===== src/icm_pkg.sv =====
// Shared types, constants and table functions of the iteration count color map.
package icm_pkg;

  // Field and datapath widths.
  localparam int unsigned COUNT_W           = 11;
  localparam int unsigned MAX_W             = 16;
  localparam int unsigned MAX_COUNT_DEFAULT = 1024;
  localparam int unsigned T_W               = 16;
  localparam int unsigned RECIP_T_W         = T_W + COUNT_W;
  localparam int unsigned W_W               = 25;
  localparam int unsigned D_W               = 23;
  localparam int unsigned N_W               = 42;
  localparam int unsigned P_W               = 23;
  localparam int unsigned DIV_SHIFT         = 23;
  localparam int unsigned REC_W             = 14;
  localparam int unsigned DV_W              = 14;
  localparam int unsigned COEF_B_W          = 18;
  localparam int unsigned QE_W              = 14;
  localparam int unsigned NUM_STAGES        = 7;
  localparam int unsigned NUM_CHAN          = 3;

  // Start of each spectral band after violet, in Q.16 nanometers above 400 nm.
  localparam logic [W_W-1:0] BLUE_START   = W_W'(10 * 65536);
  localparam logic [W_W-1:0] GREEN_START  = W_W'(75 * 65536);
  localparam logic [W_W-1:0] YELLOW_START = W_W'(190 * 65536);
  localparam logic [W_W-1:0] RED_START    = W_W'(250 * 65536);

  // Reciprocals of the band divisors (100 times the band length), scaled by 2^DIV_SHIFT.
  localparam int unsigned REC_LEN10  = (1 << DIV_SHIFT) / 1000;
  localparam int unsigned REC_LEN65  = (1 << DIV_SHIFT) / 6500;
  localparam int unsigned REC_LEN115 = (1 << DIV_SHIFT) / 11500;
  localparam int unsigned REC_LEN60  = (1 << DIV_SHIFT) / 6000;
  localparam int unsigned REC_LEN50  = (1 << DIV_SHIFT) / 5000;

  // Palette register codes; the unused code falls back to the spectral palette.
  typedef enum logic [1:0] {
    PalSpectral = 2'd0,
    PalPink     = 2'd1,
    PalBlue     = 2'd2
  } palette_e;

  // Spectral bands.
  typedef enum logic [2:0] {
    SegViolet = 3'd0,
    SegBlue   = 3'd1,
    SegGreen  = 3'd2,
    SegYellow = 3'd3,
    SegRed    = 3'd4
  } spec_seg_e;

  // Color channels.
  typedef enum logic [1:0] {
    ChRed   = 2'd0,
    ChGreen = 2'd1,
    ChBlue  = 2'd2
  } chan_e;

  // Per band and channel: offset a, slope b, divisor dv and its reciprocal rec.
  typedef struct packed {
    logic signed [N_W-1:0]      a;
    logic signed [COEF_B_W-1:0] b;
    logic [DV_W-1:0]            dv;
    logic [REC_W-1:0]           rec;
  } seg_coef_t;

  // Builds one table entry from percent coefficients and the band length.
  function automatic seg_coef_t mk_coef(input int c0, input int c1, input int len,
                                        input int unsigned rec);
    seg_coef_t c;
    c.a   = N_W'(longint'(255) * longint'(c0) * longint'(len) * longint'(65536));
    c.b   = COEF_B_W'(255 * c1);
    c.dv  = DV_W'(100 * len);
    c.rec = REC_W'(rec);
    return c;
  endfunction

  // Piecewise-linear coefficients of the spectral palette.
  function automatic seg_coef_t seg_coef(input spec_seg_e seg, input chan_e ch);
    seg_coef_t c;
    c = mk_coef(0, 0, 10, REC_LEN10);
    unique case (seg)
      SegViolet: begin
        unique case (ch)
          ChRed:   c = mk_coef(0, 33, 10, REC_LEN10);
          ChBlue:  c = mk_coef(100, 0, 10, REC_LEN10);
          default: c = mk_coef(0, 0, 10, REC_LEN10);
        endcase
      end
      SegBlue: begin
        unique case (ch)
          ChRed:   c = mk_coef(14, -13, 65, REC_LEN65);
          ChGreen: c = mk_coef(0, 80, 65, REC_LEN65);
          default: c = mk_coef(100, 0, 65, REC_LEN65);
        endcase
      end
      SegGreen: begin
        unique case (ch)
          ChGreen: c = mk_coef(80, 76, 115, REC_LEN115);
          ChBlue:  c = mk_coef(100, -100, 115, REC_LEN115);
          default: c = mk_coef(0, 0, 115, REC_LEN115);
        endcase
      end
      SegYellow: begin
        unique case (ch)
          ChRed:   c = mk_coef(0, 198, 60, REC_LEN60);
          ChGreen: c = mk_coef(98, -6, 60, REC_LEN60);
          default: c = mk_coef(0, 0, 60, REC_LEN60);
        endcase
      end
      default: begin
        unique case (ch)
          ChRed:   c = mk_coef(65, -84, 50, REC_LEN50);
          default: c = mk_coef(0, 0, 50, REC_LEN50);
        endcase
      end
    endcase
    return c;
  endfunction

endpackage


===== src/icm_norm.sv =====
// Three-stage normalizer: iteration count to unsigned Q0.16 fraction of the maximum.
module icm_norm #(
  parameter int unsigned MAX_COUNT = icm_pkg::MAX_COUNT_DEFAULT
) (
  input  logic                        clk_i,
  input  logic [2:0]                  en_i,
  input  logic [icm_pkg::COUNT_W-1:0] count_i,
  output logic [icm_pkg::T_W-1:0]     t16_o
);
  import icm_pkg::*;

  localparam int unsigned PROD_W = COUNT_W + RECIP_T_W;
  localparam int unsigned CHK_W  = T_W + MAX_W + 1;
  localparam int unsigned NUM_W  = COUNT_W + T_W;
  localparam int unsigned RecipT = (1 << RECIP_T_W) / MAX_COUNT;
  localparam logic [RECIP_T_W-1:0] RecipV = RECIP_T_W'(RecipT);
  localparam logic [MAX_W-1:0]     MaxV   = MAX_W'(MAX_COUNT);

  logic [PROD_W-1:0]  prod_d, prod_q;
  logic [COUNT_W-1:0] count0_q, count1_q;
  logic [T_W-1:0]     qe_d, qe_q;
  logic [T_W:0]       qe_inc;
  logic [CHK_W-1:0]   chk_d, chk_q;
  logic [NUM_W-1:0]   num;
  logic [T_W-1:0]     t16_d, t16_q;

  // Estimate the quotient by a reciprocal; it comes out exact or one low.
  assign prod_d = PROD_W'(count_i) * PROD_W'(RecipV);
  assign qe_d   = prod_q[COUNT_W +: T_W];
  assign qe_inc = {1'b0, qe_d} + (T_W+1)'(1);

  // Check whether the next quotient still fits under count * 2^16.
  assign chk_d  = CHK_W'(qe_inc) * CHK_W'(MaxV);
  assign num    = {count1_q, T_W'(0)};
  assign t16_d  = qe_q + T_W'(chk_q <= CHK_W'(num));

  always_ff @(posedge clk_i) begin
    if (en_i[0]) begin
      prod_q   <= prod_d;
      count0_q <= count_i;
    end
    if (en_i[1]) begin
      qe_q     <= qe_d;
      chk_q    <= chk_d;
      count1_q <= count0_q;
    end
    if (en_i[2]) begin
      t16_q    <= t16_d;
    end
  end

  assign t16_o = t16_q;

endmodule


===== src/icm_spec.sv =====
// Spectral palette pipeline: band select, linear segment, divide by band length, saturate.
module icm_spec (
  input  logic                    clk_i,
  input  logic [2:0]              en_i,
  input  logic [icm_pkg::T_W-1:0] t16_i,
  output logic [7:0]              red_o,
  output logic [7:0]              green_o,
  output logic [7:0]              blue_o
);
  import icm_pkg::*;

  localparam int unsigned PROD_W = P_W + REC_W;
  localparam int unsigned CHK_W  = QE_W + 1 + DV_W;

  logic [W_W-1:0] w;
  spec_seg_e      seg_d, seg0_q, seg1_q, seg2_q;
  logic [D_W-1:0] d_d, d_q;
  logic [7:0]     chan_byte [NUM_CHAN];

  // Wavelength offset and the band that it falls in.
  always_comb begin
    w = W_W'(t16_i) * W_W'(300);
    if (w < BLUE_START) begin
      seg_d = SegViolet;
      d_d   = D_W'(w);
    end else if (w < GREEN_START) begin
      seg_d = SegBlue;
      d_d   = D_W'(w - BLUE_START);
    end else if (w < YELLOW_START) begin
      seg_d = SegGreen;
      d_d   = D_W'(w - GREEN_START);
    end else if (w < RED_START) begin
      seg_d = SegYellow;
      d_d   = D_W'(w - YELLOW_START);
    end else begin
      seg_d = SegRed;
      d_d   = D_W'(w - RED_START);
    end
  end

  always_ff @(posedge clk_i) begin
    if (en_i[0]) begin
      seg0_q <= seg_d;
      d_q    <= d_d;
    end
    if (en_i[1]) begin
      seg1_q <= seg0_q;
    end
    if (en_i[2]) begin
      seg2_q <= seg1_q;
    end
  end

  // One lane per channel.
  for (genvar ch = 0; ch < NUM_CHAN; ch++) begin : g_chan
    seg_coef_t             coef1, coef2, coef3;
    logic signed [N_W-1:0] n_d;
    logic [P_W-1:0]        p1_q, p2_q;
    logic                  neg1_q, neg2_q;
    logic [PROD_W-1:0]     prod;
    logic [QE_W-1:0]       qe_q;
    logic [QE_W:0]         qe_inc, q;
    logic [CHK_W-1:0]      chk;

    // Linear value of the segment, scaled by 255, the band length and 2^16.
    always_comb begin
      coef1 = seg_coef(seg0_q, chan_e'(2'(ch)));
      n_d   = coef1.a + coef1.b * $signed({1'b0, d_q});
    end

    // Quotient estimate by the band's reciprocal.
    always_comb begin
      coef2 = seg_coef(seg1_q, chan_e'(2'(ch)));
      prod  = PROD_W'(p1_q) * PROD_W'(coef2.rec);
    end

    always_ff @(posedge clk_i) begin
      if (en_i[1]) begin
        p1_q   <= n_d[16 +: P_W];
        neg1_q <= n_d[N_W-1];
      end
      if (en_i[2]) begin
        p2_q   <= p1_q;
        neg2_q <= neg1_q;
        qe_q   <= prod[DIV_SHIFT +: QE_W];
      end
    end

    // Correct the estimate by one and saturate to a byte.
    always_comb begin
      coef3  = seg_coef(seg2_q, chan_e'(2'(ch)));
      qe_inc = {1'b0, qe_q} + (QE_W+1)'(1);
      chk    = CHK_W'(qe_inc) * CHK_W'(coef3.dv);
      q      = (chk <= CHK_W'(p2_q)) ? qe_inc : {1'b0, qe_q};
      if (neg2_q) begin
        chan_byte[ch] = 8'd0;
      end else if (q > (QE_W+1)'(255)) begin
        chan_byte[ch] = 8'd255;
      end else begin
        chan_byte[ch] = q[7:0];
      end
    end
  end

  assign red_o   = chan_byte[ChRed];
  assign green_o = chan_byte[ChGreen];
  assign blue_o  = chan_byte[ChBlue];

endmodule


===== src/iteration_count_color_map.sv =====
// Top level of the iteration count color map: handshake, stage control and palette select.
//
//   channel   direction  handshake                 payload
//   input     in         in_valid_i / in_stall_o   iteration_count_i
//   output    out        out_valid_o / out_stall_i red_o, green_o, blue_o, in_set_o
//   config    in         cfg_we_i                  cfg_data_i (palette mode)
//
// One word is accepted per clock while in_stall_o is low.
// The seven stages are: reciprocal multiply, quotient check, fraction, band select,
// segment multiply, divide by band length, and correction plus palette select.
// Reset clears the stage valid bits and sets the palette to spectral.
// A stalled output word holds; a stage loads whenever it is empty or its successor
// loads, so bubbles close up and the input stalls only when all stages are full.
module iteration_count_color_map #(
  parameter int unsigned MAX_COUNT = icm_pkg::MAX_COUNT_DEFAULT
) (
  input  logic                        clk_i,
  input  logic                        rst_ni,
  input  logic                        cfg_we_i,
  input  logic [1:0]                  cfg_data_i,
  input  logic                        in_valid_i,
  output logic                        in_stall_o,
  input  logic [icm_pkg::COUNT_W-1:0] iteration_count_i,
  output logic                        out_valid_o,
  input  logic                        out_stall_i,
  output logic [7:0]                  red_o,
  output logic [7:0]                  green_o,
  output logic [7:0]                  blue_o,
  output logic                        in_set_o
);
  import icm_pkg::*;

  typedef struct packed {
    logic [7:0] r;
    logic [7:0] g;
    logic [7:0] b;
  } pix_t;

  localparam int unsigned LAST = NUM_STAGES - 1;
  localparam int unsigned HALF = 1 << (T_W - 1);

  logic [1:0]            palette_mode_q;
  logic [NUM_STAGES-1:0] en, v_q;
  logic [LAST-1:0]       set_q;
  logic [T_W-1:0]        t16_norm, t3_q, t4_q, t5_q;
  logic [7:0]            spec_r, spec_g, spec_b;
  logic [T_W+8:0]        pink_r, pink_b, blue_lo, blue_hi, blue_fade;
  pix_t                  pix_d, pix_q;
  logic                  in_set_q;

  // Palette mode register.
  always_ff @(posedge clk_i or negedge rst_ni) begin
    if (!rst_ni) begin
      palette_mode_q <= PalSpectral;
    end else if (cfg_we_i) begin
      palette_mode_q <= cfg_data_i;
    end
  end

  // Stage enables: a stage loads when it is empty or its successor loads.
  always_comb begin
    en[LAST] = !v_q[LAST] || !out_stall_i;
    for (int k = LAST - 1; k >= 0; k--) begin
      en[k] = !v_q[k] || en[k+1];
    end
  end

  assign in_stall_o  = !en[0];
  assign out_valid_o = v_q[LAST];

  // Valid bits travel with the words.
  always_ff @(posedge clk_i or negedge rst_ni) begin
    if (!rst_ni) begin
      v_q <= '0;
    end else begin
      if (en[0]) begin
        v_q[0] <= in_valid_i;
      end
      for (int k = 1; k < NUM_STAGES; k++) begin
        if (en[k]) begin
          v_q[k] <= v_q[k-1];
        end
      end
    end
  end

  // Points of the set are flagged at entry and carried along.
  always_ff @(posedge clk_i) begin
    if (en[0]) begin
      set_q[0] <= MAX_W'(iteration_count_i) >= MAX_W'(MAX_COUNT);
    end
    for (int k = 1; k < LAST; k++) begin
      if (en[k]) begin
        set_q[k] <= set_q[k-1];
      end
    end
  end

  icm_norm #(
    .MAX_COUNT (MAX_COUNT)
  ) u_norm (
    .clk_i   (clk_i),
    .en_i    (en[2:0]),
    .count_i (iteration_count_i),
    .t16_o   (t16_norm)
  );

  icm_spec u_spec (
    .clk_i   (clk_i),
    .en_i    (en[5:3]),
    .t16_i   (t16_norm),
    .red_o   (spec_r),
    .green_o (spec_g),
    .blue_o  (spec_b)
  );

  // The fraction rides alongside the spectral lanes for the simple palettes.
  always_ff @(posedge clk_i) begin
    if (en[3]) begin
      t3_q <= t16_norm;
    end
    if (en[4]) begin
      t4_q <= t3_q;
    end
    if (en[5]) begin
      t5_q <= t4_q;
    end
  end

  // Pink and blue palettes are piecewise-linear scalings of the fraction.
  assign pink_r    = (T_W+9)'(t5_q) * (T_W+9)'(255);
  assign pink_b    = (T_W+9)'(t5_q) * (T_W+9)'(192);
  assign blue_lo   = (T_W+9)'(t5_q) * (T_W+9)'(510);
  assign blue_hi   = (T_W+9)'(t5_q - T_W'(HALF)) * (T_W+9)'(510);
  assign blue_fade = ((T_W+9)'(1) << T_W) - (T_W+9)'(t5_q);

  // Palette select and the black override for points of the set.
  always_comb begin
    logic [T_W+8:0] fade;
    fade  = blue_fade * (T_W+9)'(255);
    pix_d = '0;
    case (palette_mode_q)
      PalPink: begin
        pix_d.r = pink_r[T_W +: 8];
        pix_d.b = pink_b[T_W +: 8];
      end
      PalBlue: begin
        if (t5_q < T_W'(HALF)) begin
          pix_d.b = blue_lo[T_W +: 8];
        end else begin
          pix_d.r = blue_hi[T_W +: 8];
          pix_d.g = blue_hi[T_W +: 8];
          pix_d.b = fade[T_W +: 8];
        end
      end
      default: begin
        pix_d.r = spec_r;
        pix_d.g = spec_g;
        pix_d.b = spec_b;
      end
    endcase
    if (set_q[LAST-1]) begin
      pix_d = '0;
    end
  end

  // Output register.
  always_ff @(posedge clk_i) begin
    if (en[LAST]) begin
      pix_q    <= pix_d;
      in_set_q <= set_q[LAST-1];
    end
  end

  assign red_o    = pix_q.r;
  assign green_o  = pix_q.g;
  assign blue_o   = pix_q.b;
  assign in_set_o = in_set_q;

endmodule


===== config.mk =====
export PLATFORM = sky130hd
export DESIGN_NAME = iteration_count_color_map
export DESIGN_NICKNAME = d
export VERILOG_FILES = /design/src/icm_pkg.sv /design/src/icm_norm.sv /design/src/icm_spec.sv /design/src/iteration_count_color_map.sv
export SDC_FILE = /design/constraint.sdc
export NUM_CORES = 2
export LEC_CHECK = 0
export ABC_AREA = 1
export BUFFER_PORTS_ARGS = -buffer_cell sky130_fd_sc_hd__clkbuf_2
export CORE_MARGIN = 3
export CORE_UTILIZATION = 40
export CTS_CLUSTER_DIAMETER = 30
export DETAILED_ROUTE_END_ITERATION = 12
export PLACE_DENSITY = 0.57
export SLEW_MARGIN = 40
export SYNTH_ARGS = -nofsm -noshare
export SYNTH_HDL_FRONTEND = slang
export SYNTH_SLANG_ARGS = --single-unit

===== constraint.sdc =====
create_clock -name clk_i -period 16.6 [get_ports clk_i]
set_clock_uncertainty 0.1 [all_clocks]
set_input_delay 0.83 -clock clk_i [delete_from_list [all_inputs] [get_ports clk_i]]
set_output_delay 0.83 -clock clk_i [all_outputs]
set_load 0.02 [all_outputs]

==> flow_metrics.env <==
export IMPL_outcome="finished, final reports clean"
export IMPL_synth_cells=10300
export IMPL_async_reset_ff_frac=0.0285
export IMPL_final_seq_area_mm2=0.00944
export IMPL_post_place_cells=13300
export IMPL_synth_area_per_cell_um2=8.67
export IMPL_synthTopCellsByArea="fa_1 38%, ha_1 18%, inv_1 11%, edfxtp_1 10%, nand2_1 6.6%"
export IMPL_cp_slowest_cell="fa_1"
export IMPL_vias=67500
export IMPL_cts_buffer_depth=3
export IMPL_clk_pin_slew_worst_paths_ps=50
export IMPL_gp_congestion=0.936
export IMPL_worstPathArrival_ps=9740
export IMPL_first_global_vias=72000
export IMPL_worst_slew_pin_slew_ps=842
export IMPL_synth_top_area_cell="fa_1"
export IMPL_antenna_found_initial=13
export IMPL_finalNonFillerCells=13400
export IMPL_syn_nets=13400
export IMPL_dieArea_mm2=0.230
export IMPL_synthToLayoutAreaGrowth_pct=7.58
export IMPL_fin_crit_sh=0.563
export IMPL_core_area_mm2=0.223
export IMPL_preCtsSetupSlack_ps=7330
export IMPL_clkLatencyLatePin_ps=670
export IMPL_wl_per_cell_um=19.3
export IMPL_syn_area_mm2=0.0896
export IMPL_critPathKind="flop to flop"
export IMPL_finalWorstSetupSlack_ps=7250
export IMPL_detail_route_antenna_nets=0
export IMPL_setup_violations=0
export IMPL_final_common_cell="inv_1"
export IMPL_mostFrequentLayoutCells="2723 x inv_1, 1698 x fa_1, 1562 x nand2_1, 1301 x ha_1, 1086 x nor2_1"
export IMPL_slowest_delay_ps=550
export IMPL_root_buffer="clkbuf_16"
export IMPL_drt_pass1_iter_count=6
export IMPL_cap_violations=0
export IMPL_num_rows=173
export IMPL_cts_num_sinks=316
export IMPL_critPathCaptureType="flop"
export IMPL_die_w_um=479
export IMPL_drv_slew=0
export IMPL_rsz0062_at_grt="false"
export IMPL_yosys_area_top_type_share=0.379
export IMPL_cts_resized=0
export IMPL_h_tree_depth=3
export IMPL_setup_tns_ps=0
export IMPL_finish_utilization=0.433
export IMPL_gr_total_overflow=0
export IMPL_fill_cells=22400
export IMPL_drive_above_1_share=0.0356
export IMPL_crit_path_start_kind="flop"
export IMPL_yosysSeqAreaShare=0.105
export IMPL_hold_path_class="input port to flop"
export IMPL_cts_tree="done"
export IMPL_hold_violations=0
export IMPL_start_util=0.403
export IMPL_grt_max_degree=67
export IMPL_synth_flop_cell="edfxtp_1"
export IMPL_fp_dieH_um=479
export IMPL_min_period_ps=9350
export IMPL_grtUsageTotal=0.229
export IMPL_grt_first_pass_wirelength_um=412000
export IMPL_synth_cell_types=67
export IMPL_slew_headroom=0.439
export IMPL_remaining_drc_errors=0
export IMPL_crit_path_frequent_cell="inv_1"
export IMPL_nets=13400
export IMPL_dp_hpwl_um=226000
export IMPL_fmax_mhz=107
export IMPL_io_buffers=44
export IMPL_vias_per_cell=5.03
export IMPL_yosys_register_bits=316
export IMPL_synth_edff_count=307
export IMPL_cp_required_ps=16990
export IMPL_wirelength_um=259000
export IMPL_multi_input_area_mm2=0.0692
export IMPL_critPathMaxFanout=63
export IMPL_numCtsBuffers=79
export IMPL_dr_first_iter_drc_count=4501
export IMPL_yosysWarnings=0
export IMPL_pin_count=45
[per-layer routing]
layer  global-route usage  part of all wire
met4               0.0715             0.034
met5                    0          0.000050
met2                0.371              0.46
met1                0.324              0.45
met3               0.0241             0.052
[stage by stage]
step / cell area, µm² / hold slack, ps
floorplan: 89600 / 300
global placement: 93500 / 302
detailed placement: 93500 / 305
CTS: 96300 / 185
global route: 96400 / 205
finish: 96400 / 245
[Yosys cell counts, drive strengths merged, types with 23 or more instances]
library cell	number
nand4	74
fa	1698
nor2	1109
xnor2	76
nor3	56
xor2	158
nand2	1585
a21o	23
edfxtp	307
inv	2746
clkbuf	144
nand3	193
o21ai	224
buf	26
ha	1301
nor4	24
a21oi	418
[path summary, 6_finish.rpt]
kind,startpoint,endpoint,slack (ps),depth (start not counted)
max in group asynchronous,rst_ni,palette_mode_q[0]$_DFFE_PN0P_,15640,2
min in group asynchronous,rst_ni,v_q[5]$_DFFE_PN0P_,500,2
max reg2reg,u_spec.seg2_q[1]$_DFFE_PP_,green_o[3]$_SDFFCE_PP0P_,7250,42
min reg2reg,t3_q[15]$_DFFE_PP_,t4_q[15]$_DFFE_PP_,310,0
min,iteration_count_i[4],u_norm.count0_q[4]$_DFFE_PN_,250,1
max,u_spec.seg2_q[1]$_DFFE_PP_,green_o[3]$_SDFFCE_PP0P_,7250,42
[registers in the layout (all words and copies together), names as in the netlist, 7 cells and up]
signal              flops
v_q                     7
t5_q                   11
u_spec.g_chan.p1_q     69
u_spec.d_q             16
t3_q                   10
blue_o                  8
red_o                   8
u_spec.g_chan.qe_q     42
u_norm.t16_o           11
u_norm.count1_q        11
t4_q                   11
u_spec.g_chan.p2_q     69
green_o                 8
u_norm.count0_q        11
[cell families after synthesis]
family	synth area share
AOI/OAI and AO/OA	0.0475
xor gates and xnor gates	0.0233
adders and majority gates	0.561
buffers and inverters	0.123
DFF	0.105
muxes	0.000112
and+or+nand+nor	0.140
[area by class of cell]
type / instances / area share
Clock buffer: 88 / 0.0209
Sequential cell: 316 / 0.0980
Inverter: 2758 / 0.108
Multi-Input combinational cell: 7090 / 0.718
Clock inverter: 60 / 0.00806
Timing Repair Buffer: 122 / 0.00869
Tap cell: 2975 / 0.0386
Antenna cell: 3 / 0.0000779
[worst max-delay path: cells and delay by family, from the launching register on]
| family | cells | cell delay [ps] |
|---|---|---|
| AND/OR/NAND/NOR | 14 | 2220 |
| AO/OA/AOI/OAI | 7 | 1230 |
| adder cells (fa/ha/maj) | 9 | 3320 |
| flip-flops | 1 | 500 |
| XOR/XNOR | 1 | 160 |
| buffers and inverters | 11 | 1600 |
[what timing repair did]
item / in CTS / in global routing
setup buffers: 0 / 0
hold endpoints to repair: 9 / 0
endpoints found under the setup margin: 0 / 0
hold buffers: 1 / 0
Power is left out: the tool's default activity adds up to more than one toggle a clock period on the data nets, which glitch-free logic cannot reach.
